### config.mk
export PLATFORM = sky130hd
export DESIGN_NAME = cyclic_frame_tick_monitor_unit
export DESIGN_NICKNAME = d
export VERILOG_FILES = /design/src/rtl/cftm_pkg.sv /design/src/rtl/cyclic_frame_tick_monitor_unit.sv
export SDC_FILE = /design/constraint.sdc
export NUM_CORES = 2
export LEC_CHECK = 0
export BUFFER_PORTS_ARGS = -buffer_cell sky130_fd_sc_hd__clkbuf_2
export CORE_AREA = 5 5 321 323
export DETAILED_ROUTE_END_ITERATION = 8
export DIE_AREA = 0 0 326 328
export GPL_TIMING_DRIVEN = 0
export HOLD_SLACK_MARGIN = 0.08
export PLACE_DENSITY = 0.69
export REMOVE_ABC_BUFFERS = 1
export SETUP_SLACK_MARGIN = 0.3
export SLEW_MARGIN = 20
export SYNTH_ARGS = -nofsm -noshare
export SYNTH_HDL_FRONTEND = slang
export SYNTH_SLANG_ARGS = --single-unit
### constraint.sdc
create_clock -name i_clk -period 72.6 [get_ports i_clk]
set_input_delay 7.26 -clock i_clk [delete_from_list [all_inputs] [get_ports i_clk]]
set_output_delay 7.26 -clock i_clk [all_outputs]
set_load 0.005 [all_outputs]
### src/rtl/cftm_pkg.sv
// Shared types and constants for the cyclic frame tick monitor.
// No dependencies; imported by cyclic_frame_tick_monitor_unit.
package cftm_pkg;

    // Event kinds carried in the input tuser field.
    localparam logic [1:0] MODE_TICK   = 2'd0;
    localparam logic [1:0] MODE_WAIT   = 2'd1;
    localparam logic [1:0] MODE_RESYNC = 2'd2;

    // Field widths.
    localparam int unsigned TsW      = 32;
    localparam int unsigned CntW     = 32;
    localparam int unsigned WideW    = 64;
    localparam int unsigned SlotW    = 10;
    localparam int unsigned CfgW     = 11;
    localparam int unsigned SumW     = CntW + 1;
    localparam int unsigned DivCntW  = 6;
    localparam int unsigned OutBits  = 3 + SlotW + 2 * WideW + 6 * CntW;
    localparam int unsigned OutBytes = (OutBits + 7) / 8;
    localparam int unsigned OutW     = OutBytes * 8;

    // Slot count limits.
    localparam logic [CfgW-1:0] SlotsMax   = 11'd1024;
    localparam logic [CfgW-1:0] SlotsReset = 11'd10;

    // Sequencer states.
    typedef enum logic [4:0] {
        S_IDLE = 5'b00001,
        S_PEND = 5'b00010,
        S_UPD  = 5'b00100,
        S_DIV  = 5'b01000,
        S_EMIT = 5'b10000
    } t_state;

endpackage

### src/rtl/cyclic_frame_tick_monitor_unit.sv
// Cyclic frame tick monitor: top level with sequencer and shared remainder unit.
// Depends on cftm_pkg.
//
// Usage:
//   The slave stream takes one event per transaction: s_axis_tuser holds the
//   event kind (minor tick, loop-end wait, resync) and s_axis_tdata the 32-bit
//   cycle-counter timestamp. Every event yields exactly one status transaction
//   on the master stream, a snapshot of the slot index, the flags and all
//   counters after the event.
//   The slot count register, written through i_cfg_wr_en / i_cfg_wr_data, resets
//   to 10 slots; the user must write it only while the block is idle (not enforced).
// Sequencing:
//   An event that advances no slot passes through the pend, update and emit states
//   into the output register, and the input is ready again once the sequencer is
//   back in idle. An event that advances the slot also runs the divide state: the
//   new slot is the remainder of a 33-bit sum by the slot count, found one bit per
//   cycle by a single shared compare-and-subtract unit. s_axis_tready is high only
//   while the sequencer is idle, so one event is in work at a time.
// Reset and stall:
//   The synchronous active-low reset clears all counters, flags and the
//   output valid. A status transaction waits in the output register while the
//   receiver stalls; the next event is still accepted, and its status waits
//   in the sequencer until the output register is free.
module cyclic_frame_tick_monitor_unit
    import cftm_pkg::*;
(
    input  logic                i_clk,
    input  logic                i_rst_n,
    input  logic                i_cfg_wr_en,
    input  logic [CfgW-1:0]     i_cfg_wr_data,
    input  logic                s_axis_tvalid,
    output logic                s_axis_tready,
    // timestamp[31:0]
    input  logic [TsW-1:0]      s_axis_tdata,
    // mode[1:0]
    input  logic [1:0]          s_axis_tuser,
    output logic                m_axis_tvalid,
    input  logic                m_axis_tready,
    // collected[0], waiting[1], major_due[2], slot_index[12:3],
    // elapsed_minor[76:13], major_count[140:77], overrun_count[172:141],
    // overrun_lost[204:173], overrun_peak[236:205], body_last[268:237],
    // body_worst[300:269], raw_ticks[332:301], zero fill[335:333]
    output logic [OutW-1:0]     m_axis_tdata
);

    // Sequencer and latched event.
    t_state              r_state;
    logic [1:0]          r_mode;
    logic [TsW-1:0]      r_ts;
    logic                r_done;

    // Architectural state.
    logic [CfgW-1:0]     r_slots_cfg;
    logic [CntW-1:0]     r_tick;
    logic [CntW-1:0]     r_consumed;
    logic [SlotW-1:0]    r_slot;
    logic [WideW-1:0]    r_elapsed;
    logic [WideW-1:0]    r_major;
    logic                r_due;
    logic [TsW-1:0]      r_body_start;
    logic                r_started;
    logic [CntW-1:0]     r_body_last;
    logic [CntW-1:0]     r_body_worst;
    logic [CntW-1:0]     r_ovr_events;
    logic [CntW-1:0]     r_ovr_lost;
    logic [CntW-1:0]     r_ovr_worst;
    logic                r_wait;

    // Values prepared one step ahead of the update.
    logic [CntW-1:0]     r_pend;
    logic [CntW-1:0]     r_lost;
    logic [CntW-1:0]     r_body;

    // Remainder unit.
    logic [SumW-1:0]     r_dvd;
    logic [CfgW-1:0]     r_rem;
    logic [DivCntW-1:0]  r_div_cnt;
    logic [CfgW-1:0]     r_div_n;

    // Output register.
    logic                r_out_valid;
    logic [OutW-1:0]     r_out_data;

    // Effective slot count, clamped into 1..1024.
    logic [CfgW-1:0]     eff_n;
    always_comb begin
        if (r_slots_cfg == '0) begin
            eff_n = CfgW'(1);
        end else if (r_slots_cfg > SlotsMax) begin
            eff_n = SlotsMax;
        end else begin
            eff_n = r_slots_cfg;
        end
    end

    // Decisions taken in the update step.
    logic                pend_nz;
    logic                pend_gt1;
    logic                is_tick;
    logic                is_wait;
    logic                is_resync;
    logic                do_collect;
    logic                do_step;
    logic                do_body;
    logic                do_major;
    logic [CfgW-1:0]     slot_inc;
    logic                slot_wrap;
    logic [CfgW-1:0]     slot_base;
    logic [SumW-1:0]     step_sum;
    logic                crossed;

    always_comb begin
        is_tick    = (r_mode == MODE_TICK);
        is_wait    = (r_mode == MODE_WAIT);
        is_resync  = (r_mode == MODE_RESYNC);
        pend_nz    = (r_pend != '0);
        pend_gt1   = pend_nz && (r_pend != CntW'(1));
        do_collect = (is_tick && r_wait) || (is_wait && !r_wait && pend_nz);
        do_step    = (do_collect || is_resync) && pend_nz;
        do_body    = is_wait && !r_wait && r_started;
        slot_inc   = {1'b0, r_slot} + CfgW'(1);
        slot_wrap  = (slot_inc >= eff_n);
        slot_base  = slot_wrap ? '0 : slot_inc;
        step_sum   = SumW'(slot_base) + SumW'(r_lost);
        crossed    = slot_wrap || (step_sum >= SumW'(eff_n));
        do_major   = do_step && do_collect && crossed;
    end

    // One restoring step of the remainder unit.
    logic [CfgW:0]       div_trial;
    logic [CfgW:0]       div_diff;
    logic                div_ge;
    always_comb begin
        div_trial = {r_rem, r_dvd[SumW-1]};
        div_ge    = (div_trial >= {1'b0, r_div_n});
        div_diff  = div_trial - {1'b0, r_div_n};
    end

    logic in_fire;
    logic out_free;
    assign in_fire  = s_axis_tvalid && s_axis_tready;
    assign out_free = !r_out_valid || m_axis_tready;

    assign s_axis_tready = (r_state == S_IDLE);
    assign m_axis_tvalid = r_out_valid;
    assign m_axis_tdata  = r_out_data;

    // Configuration register.
    always_ff @(posedge i_clk) begin
        if (!i_rst_n) begin
            r_slots_cfg <= SlotsReset;
        end else if (i_cfg_wr_en) begin
            r_slots_cfg <= i_cfg_wr_data;
        end
    end

    // Sequencer and state update.
    always_ff @(posedge i_clk) begin
        if (!i_rst_n) begin
            r_state      <= S_IDLE;
            r_mode       <= MODE_TICK;
            r_done       <= 1'b0;
            r_tick       <= '0;
            r_consumed   <= '0;
            r_slot       <= '0;
            r_elapsed    <= '0;
            r_major      <= '0;
            r_due        <= 1'b0;
            r_body_start <= '0;
            r_started    <= 1'b0;
            r_body_last  <= '0;
            r_body_worst <= '0;
            r_ovr_events <= '0;
            r_ovr_lost   <= '0;
            r_ovr_worst  <= '0;
            r_wait       <= 1'b0;
            r_div_cnt    <= '0;
        end else begin
            case (r_state)
                S_IDLE: begin
                    if (in_fire) begin
                        r_mode  <= s_axis_tuser;
                        r_ts    <= s_axis_tdata;
                        r_state <= S_PEND;
                        if (s_axis_tuser == MODE_TICK) begin
                            r_tick <= r_tick + CntW'(1);
                        end
                    end
                end
                S_PEND: begin
                    // Pending ticks, ticks beyond one, and the body time.
                    r_pend  <= r_tick - r_consumed;
                    r_lost  <= r_tick + ~r_consumed;
                    r_body  <= r_ts - r_body_start;
                    r_state <= S_UPD;
                end
                S_UPD: begin
                    r_done <= do_collect;
                    if (do_body) begin
                        r_body_last <= r_body;
                        if (r_body > r_body_worst) begin
                            r_body_worst <= r_body;
                        end
                    end
                    if (((is_wait && !r_wait) || is_resync) && !do_major) begin
                        r_due <= 1'b0;
                    end
                    if (is_wait && !r_wait && !pend_nz) begin
                        r_wait <= 1'b1;
                    end
                    if (do_collect || is_resync) begin
                        r_consumed   <= r_tick;
                        r_body_start <= r_ts;
                        r_started    <= 1'b1;
                        r_wait       <= 1'b0;
                    end
                    if (do_collect && pend_gt1) begin
                        r_ovr_events <= r_ovr_events + CntW'(1);
                        r_ovr_lost   <= r_ovr_lost + r_lost;
                        if (r_lost > r_ovr_worst) begin
                            r_ovr_worst <= r_lost;
                        end
                    end
                    if (do_step) begin
                        r_elapsed <= r_elapsed + WideW'(r_pend);
                        if (do_major) begin
                            r_due   <= 1'b1;
                            r_major <= r_major + WideW'(1);
                        end
                        r_dvd     <= step_sum;
                        r_rem     <= '0;
                        r_div_n   <= eff_n;
                        r_div_cnt <= DivCntW'(SumW);
                        r_state   <= S_DIV;
                    end else begin
                        r_state <= S_EMIT;
                    end
                end
                S_DIV: begin
                    // One remainder bit per cycle, most significant first.
                    r_rem     <= div_ge ? div_diff[CfgW-1:0] : div_trial[CfgW-1:0];
                    r_dvd     <= {r_dvd[SumW-2:0], 1'b0};
                    r_div_cnt <= r_div_cnt - DivCntW'(1);
                    if (r_div_cnt == DivCntW'(1)) begin
                        r_state <= S_EMIT;
                    end
                end
                S_EMIT: begin
                    if (out_free) begin
                        r_state <= S_IDLE;
                    end
                end
                default: begin
                    r_state <= S_IDLE;
                end
            endcase
            // The slot takes the remainder as the last step retires.
            if (r_state == S_DIV && r_div_cnt == DivCntW'(1)) begin
                r_slot <= div_ge ? div_diff[SlotW-1:0] : div_trial[SlotW-1:0];
            end
        end
    end

    // Output register: loaded with a snapshot, held while the receiver stalls.
    always_ff @(posedge i_clk) begin
        if (!i_rst_n) begin
            r_out_valid <= 1'b0;
        end else if (r_state == S_EMIT && out_free) begin
            r_out_valid <= 1'b1;
        end else if (m_axis_tready) begin
            r_out_valid <= 1'b0;
        end
    end

    always_ff @(posedge i_clk) begin
        if (r_state == S_EMIT && out_free) begin
            r_out_data <= {(OutW - OutBits)'(0), r_tick, r_body_worst, r_body_last,
                           r_ovr_worst, r_ovr_lost, r_ovr_events, r_major, r_elapsed,
                           r_slot, r_due, r_wait, r_done};
        end
    end

    // An accepted event closes the input until its status is produced.
    a_busy_after_accept: assert property (@(posedge i_clk) disable iff (!i_rst_n)
        in_fire |=> !s_axis_tready)
        else $error("input ready while an event is in work");

    // A status never reports a completed wait and a held wait together.
    a_collect_excl_wait: assert property (@(posedge i_clk) disable iff (!i_rst_n)
        m_axis_tvalid |-> !(m_axis_tdata[0] && m_axis_tdata[1]))
        else $error("collected and waiting both set");

    // A wait is held only by a wait request in the update step.
    a_wait_source: assert property (@(posedge i_clk) disable iff (!i_rst_n)
        $rose(r_wait) |-> $past(r_state == S_UPD && r_mode == MODE_WAIT))
        else $error("wait flag set outside a wait request");

    // While dividing, the remainder unit holds a value below the slot count.
    a_rem_range: assert property (@(posedge i_clk) disable iff (!i_rst_n)
        (r_state == S_DIV) |-> (r_rem < r_div_n))
        else $error("remainder out of range");

endmodule
Yosys cells after proc, flatten, opt, wreduce, memory -nomap -nowiden. Cells that the tools add are included. W data, S select, Z words.

Bits in registers: 939. Logic and storage cells: 129.

$lt $le $gt $ge: 6. Multiplexer cells: 23. Bitwise operators: 1. Add/sub/neg operators: 12. Reductions and logical operators: 46. Eq/ne operators: 13.

Operators with widths (count): $pmux W33 S2 (1); $add A32 B1 Y32 const B (2); $add A32 B32 Y32 (2); $add A64 B1 Y64 const B (1); $add A64 B32 Y64 (1); $gt A32 B32 Y1 (2); $sub A32 B32 Y32 (2); $mux W11 (5); $add A11 B32 Y33 (1); $ge A33 B11 Y1 (1); $mux W33 (1); $ne A32 B1 Y1 const B (1); $not A32 Y32 (1); $reduce_bool A32 Y1 (1); $pmux W5 S5 (1); $reduce_and A3 Y1 (8); $pmux W11 S2 (1); $mux W5 (4); $reduce_and A2 Y1 (8); $logic_and A1 B1 Y1 (14); $ge A12 B11 Y1 (1); $pmux W6 S2 (1); $add A10 B1 Y11 const B (1); $ge A11 B11 Y1 (1); 21 further kinds (39).

Longest topological paths before layout.
Depth after elaboration: 14. Gate-level depth with buffers: 31.

Least setup slack after synthesis. OpenSTA, ideal clock, no wires.

Kind: input to register. Start: input port m_axis_tready. End: register r_out_data[0] (netlist: m_axis_tdata[0]) (enable). Setup slack: 41.472 ns. Library setup time: 1.437 ns. Path buffers: 0. Stages: 2. Data required time: 71.163 ns. Arrival: 29.692 ns. Cell sequence: nor2b_1 > nor3_1.

Word-level cells in the longest chain between the ends: 2.

Ends and longest elaborated chain: start, declared (RTL line cyclic_frame_tick_monitor_unit.sv:38) `input logic m_axis_tready,`; $logic_or A1 B1 Y1 (RTL line cyclic_frame_tick_monitor_unit.sv:142) `assign out_free = !r_out_valid || m_axis_tready;`; $logic_and A1 B1 Y1 (RTL line cyclic_frame_tick_monitor_unit.sv:276) `if (r_state == S_EMIT && out_free) begin`; end signal, assigned (RTL line cyclic_frame_tick_monitor_unit.sv:277) `r_out_data <= {(OutW - OutBits)'(0), r_tick, r_body_worst, r_body_last,`; end, declared (RTL line cyclic_frame_tick_monitor_unit.sv:82) `logic [OutW-1:0] r_out_data;`.

No other way between the ends. A chain may end at the register's enable or synchronous reset.

Final worst setup path.
Start: input port s_axis_tuser[1]. End: register r_tick[31].

Word-level cells in the longest chain between the ends: 2.

Ends and longest elaborated chain: start, declared (RTL line cyclic_frame_tick_monitor_unit.sv:36) `input logic [1:0] s_axis_tuser,`; $logic_not A2 Y1 (RTL line cyclic_frame_tick_monitor_unit.sv:185) `if (s_axis_tuser == MODE_TICK) begin`; $reduce_and A3 Y1 (no source line); end signal, assigned (RTL line cyclic_frame_tick_monitor_unit.sv:186) `r_tick <= r_tick + CntW'(1);`; end, declared (RTL line cyclic_frame_tick_monitor_unit.sv:54) `logic [CntW-1:0] r_tick;`.

No other way between the ends.

==> summary.md <==
| Metric | Value |
|---|---|
| Post-synthesis cell area | `0.0446 sq mm` |
| Critical path's slowest cell | `or4_1` |
| Reg2reg path depth | `29` |
| Share of cells above drive strength 1 | `0.141` |
| Slew @ Worst Pin | `0.980 ns` |
| Multi-input logic area | `0.0191 sq mm` |
| Avg Cell Area, Syn | `10.2 sq um` |
| First-pass GRT wire length | `179000 um` |
| P&R area growth vs syn | `16.4%` |
| Most common cell after layout, fill and taps aside | `nand2_1` |
| Via total after detailed routing | `33300` |
| Clock skew | `0.0240 ns` |
| Sequential share of the synthesized area | `0.537` |
| Finished Layout Cells | `6132` |
| 1st-iter DRT viols | `2505` |
| DR pass1 iterations | `6` |
| Crit Reg-Reg Startpoint | `r_slot[0]` |
| Total of max-cap violations | `0` |
| WHS Path Cells | `0` |
| Max clock buf depth | `3` |
| Initial Util | `0.448` |
| I/O pins | `388` |
| Switching part of the total | `0.213` |
| Post-synth EDFFs | `516` |
| Synth Area in Compound Gates | `0.134` |
| Synth Area in Adders | `0.0704` |
| Die Span X | `326 um` |
| Total Routing Usage GR | `0.210` |
| Worst path bufs/invs | `1` |
| CP Data Arrival Time | `10.31 ns` |
| R2r setup slk | `64.85 ns` |
| Largest net degree at the start of global routing | `103` |
| Fin area | `0.0520 sq mm` |
| Remaining Overflow, GRT | `0` |
| Min-delay src | `r_body_last[14]` |
| HPWL after detailed placement | `84700 um` |
| Final hold vios | `0` |
| Leakage dissipation | `19.5 nW` |
| Num rows | `116` |
| Routed vias/inst | `5.44` |
| Clk slew on worst S/H paths | `0.06 ns` |
| Clock sinks | `939` |
| Die area | `0.107 sq mm` |
| Vias in the first global route | `31800` |
| Worst Hold Path EP | `m_axis_tdata[251]` |
| Sequence of cells on the critical path | `clkbuf_2 -> nor2_1 -> nand4_1 -> or4_1 -> nor3_1 -> nand2_1 -> or2_2 -> or3_1 -> a21oi_1` |
| Switch Pwr | `0.000238 W` |
| Yosys warns | `0` |
| Placed insts | `5943` |
| Combinational power share | `0.027` |
| Die height | `328 um` |
| Core footprint | `0.0996 sq mm` |
| Largest family of logic cells by synthesized area | `simple AND/OR/NAND/NOR gates` |
| Fmax | `0.103 GHz` |
| Slew Limit Fails | `0` |
| Post-route minimum period | `9.69 ns` |
| Unique cell type count in the Yosys netlist | `91` |
| Worst vdd ir | `0.0193 mV` |
| Fillers | `8824` |
| Final #Nets | `5043` |
| Clk root buf | `clkbuf_16` |
| Clk network pwr share | `0.471` |
| Post-Synth Simple-Gate Area | `0.152` |
| Most frequent cells in the layout | `nand2_1 (631), edfxtp_1 (516), dfxtp_1 (423), a21oi_1 (421), clkbuf_2 (383)` |
| CP max FO | `7` |
| PortBufs | `384` |
| Internal Pwr Total | `0.000882 W` |
| Post-CTS setup buffers | `0` |
| Setup_tns | `0 ns` |
| Mux cell area share after synthesis | `0.0232` |
| Final Cycle Share | `0.133` |
| H-tree Lvls | `3` |
| DR WL/cell | `18.9 um` |
| Cells after Synth | `4367` |
| Final GP Congestion | `0.911` |
| Post-route ant nets | `0` |
| Rel. slew slack | `0.347` |
| Status | `complete, no violations` |
| Xor and xnor area share after synthesis | `0.0461` |
| RSZ-0062 raised after global routing | `false` |
| Initial antenna violation count | `5` |
| Req. time, crit path | `73.22 ns` |
| Hold_buf cts | `0` |
| Placed cell areas | `0.0485 sq mm` |
| # DRC | `0` |
| Power Dens Cells | `21.6 mW/mm^2` |
| CTS tree | `done` |
| Total Wirelength | `116000 um` |
| Cts repair resizes | `0` |
| Seq pwr share | `0.502` |
| Kind of path behind the tightest hold check | `reg2reg` |
| Top_reg_cell synth | `edfxtp_1` |
| Critical path launch point type | `primary input` |
| CP Class | `in2reg` |
| Ys async rst share | `0` |
| Clk_lat worst skew | `0.69 ns` |
| Slowest stage delay, CP | `0.76 ns` |
| Flops & latches, synth | `939` |
| Final setup vio count | `0` |
| Cell family with most CP delay | `simple AND/OR/NAND/NOR gates` |
| Total CTS buffers | `98` |
| Worst reg2reg endpoint | `r_major[13]` |
| Critical path capture point type | `register` |
| Register area | `0.0240 sq mm` |
[power groups by stage]
stage	combinational (W)	clock (W)	sequential, W
2_1_floorplan	0.0000185	0	0.000573
3_3_place_gp	0.0000279	0	0.000574
3_5_place_dp	0.0000298	0	0.000574
4_1_cts	0.0000300	0.000541	0.000562
5_1_grt	0.0000334	0.000563	0.000562
6_report	0.0000299	0.000528	0.000562
[cell families (layout without fill, tap and decap cells)]
kind of cell               count (synthesis)  after routing
other                                      1              5
xor gates and xnor gates                 235            235
AOI/OAI and AO/OA                        979            979
and+or+nand+nor                         1442           1442
adders and majority gates                247            247
buffers and inverters                    421            884
muxes                                    103            103
DFF                                      939            939
[cell type report]
type                       instances  share of cell area
inverter                         242              0.0176
clock inverter                    58              0.0138
tap                             1298              0.0312
antenna                            2           0.0000963
clock buffer                     128              0.0521
multi-input combinational       3009               0.368
sequential                       939               0.461
timing repair buffer             456              0.0558
[worst max-delay path by stage]
stage                          from           endpoint  slack [ns]  cells after the start
finish              s_axis_tuser[1]         r_tick[31]       62.91                      9
global placement      m_axis_tready  m_axis_tdata[321]       29.92                      3
detailed placement  s_axis_tuser[1]         r_tick[31]       62.11                      9
CTS                 s_axis_tuser[1]         r_tick[31]       62.84                      9
global route        s_axis_tuser[1]         r_tick[31]       62.65                      9
floorplan             m_axis_tready    m_axis_tdata[0]       41.47                      2
[Yosys cell counts, types with 85 or more instances]
| cell type | count | area [sq um] |
|---|---|---|
| a21oi_1 | 423 | 2120 |
| clkbuf_1 | 148 | 556 |
| dfxtp_1 | 423 | 8470 |
| edfxtp_1 | 516 | 15500 |
| ha_1 | 240 | 3000 |
| inv_1 | 240 | 901 |
| mux2i_1 | 99 | 991 |
| nand2_1 | 632 | 2370 |
| nand3_1 | 107 | 536 |
| nor2_1 | 257 | 965 |
| o21ai_0 | 177 | 886 |
| xnor2_1 | 150 | 1310 |
| xor2_1 | 85 | 744 |
[through the flow]
step | hold WS (ns) | power [W] | utilization | setup slack [ns]
final | 0.428 | 0.00112 | 0.522 | 62.91
after global routing | 0.436 | 0.00116 | 0.522 | 62.65
after CTS | 0.428 | 0.00113 | 0.522 | 62.84
after detailed placement | 0.414 | 0.000604 | 0.487 | 62.11
after global placement | 0.414 | 0.000602 | 0.476 | 29.92
after floorplan | 0.408 | 0.000591 | - | 41.47
[per-layer routing]
| metal | vias up | wire length, um | global-route usage |
|---|---|---|---|
| met5 | - | 15 | 0 |
| met2 | 892 | 54500 | 0.350 |
| met3 | 194 | 7890 | 0.0427 |
| met1 | 15800 | 49900 | 0.275 |
| li1 | 16400 | - | - |
| met4 | 2 | 3490 | 0.0696 |
[worst register-to-register path, delay by kind of cell, from the launching register on]
kind,cells,cell delay (ns)
buf+inv,3,0.69
flops,1,0.50
compound gates,15,3.69
xor+xnor,2,0.50
simple gates,5,1.01
fa+ha+maj,4,1.23
[registers in the layout, summed over array words and instances, names as in the netlist, 6 cells and up]
name	cells
m_axis_tdata	333
r_body	32
r_body_last	32
r_body_start	32
r_body_worst	32
r_consumed	32
r_div_cnt	6
r_div_n	11
r_dvd	33
r_elapsed	64
r_lost	32
r_major	64
r_ovr_events	32
r_ovr_lost	32
r_ovr_worst	32
r_pend	32
r_rem	11
r_slot	10
r_slots_cfg	11
r_tick	32
r_ts	32
Power figures use the tool's default switching activity.
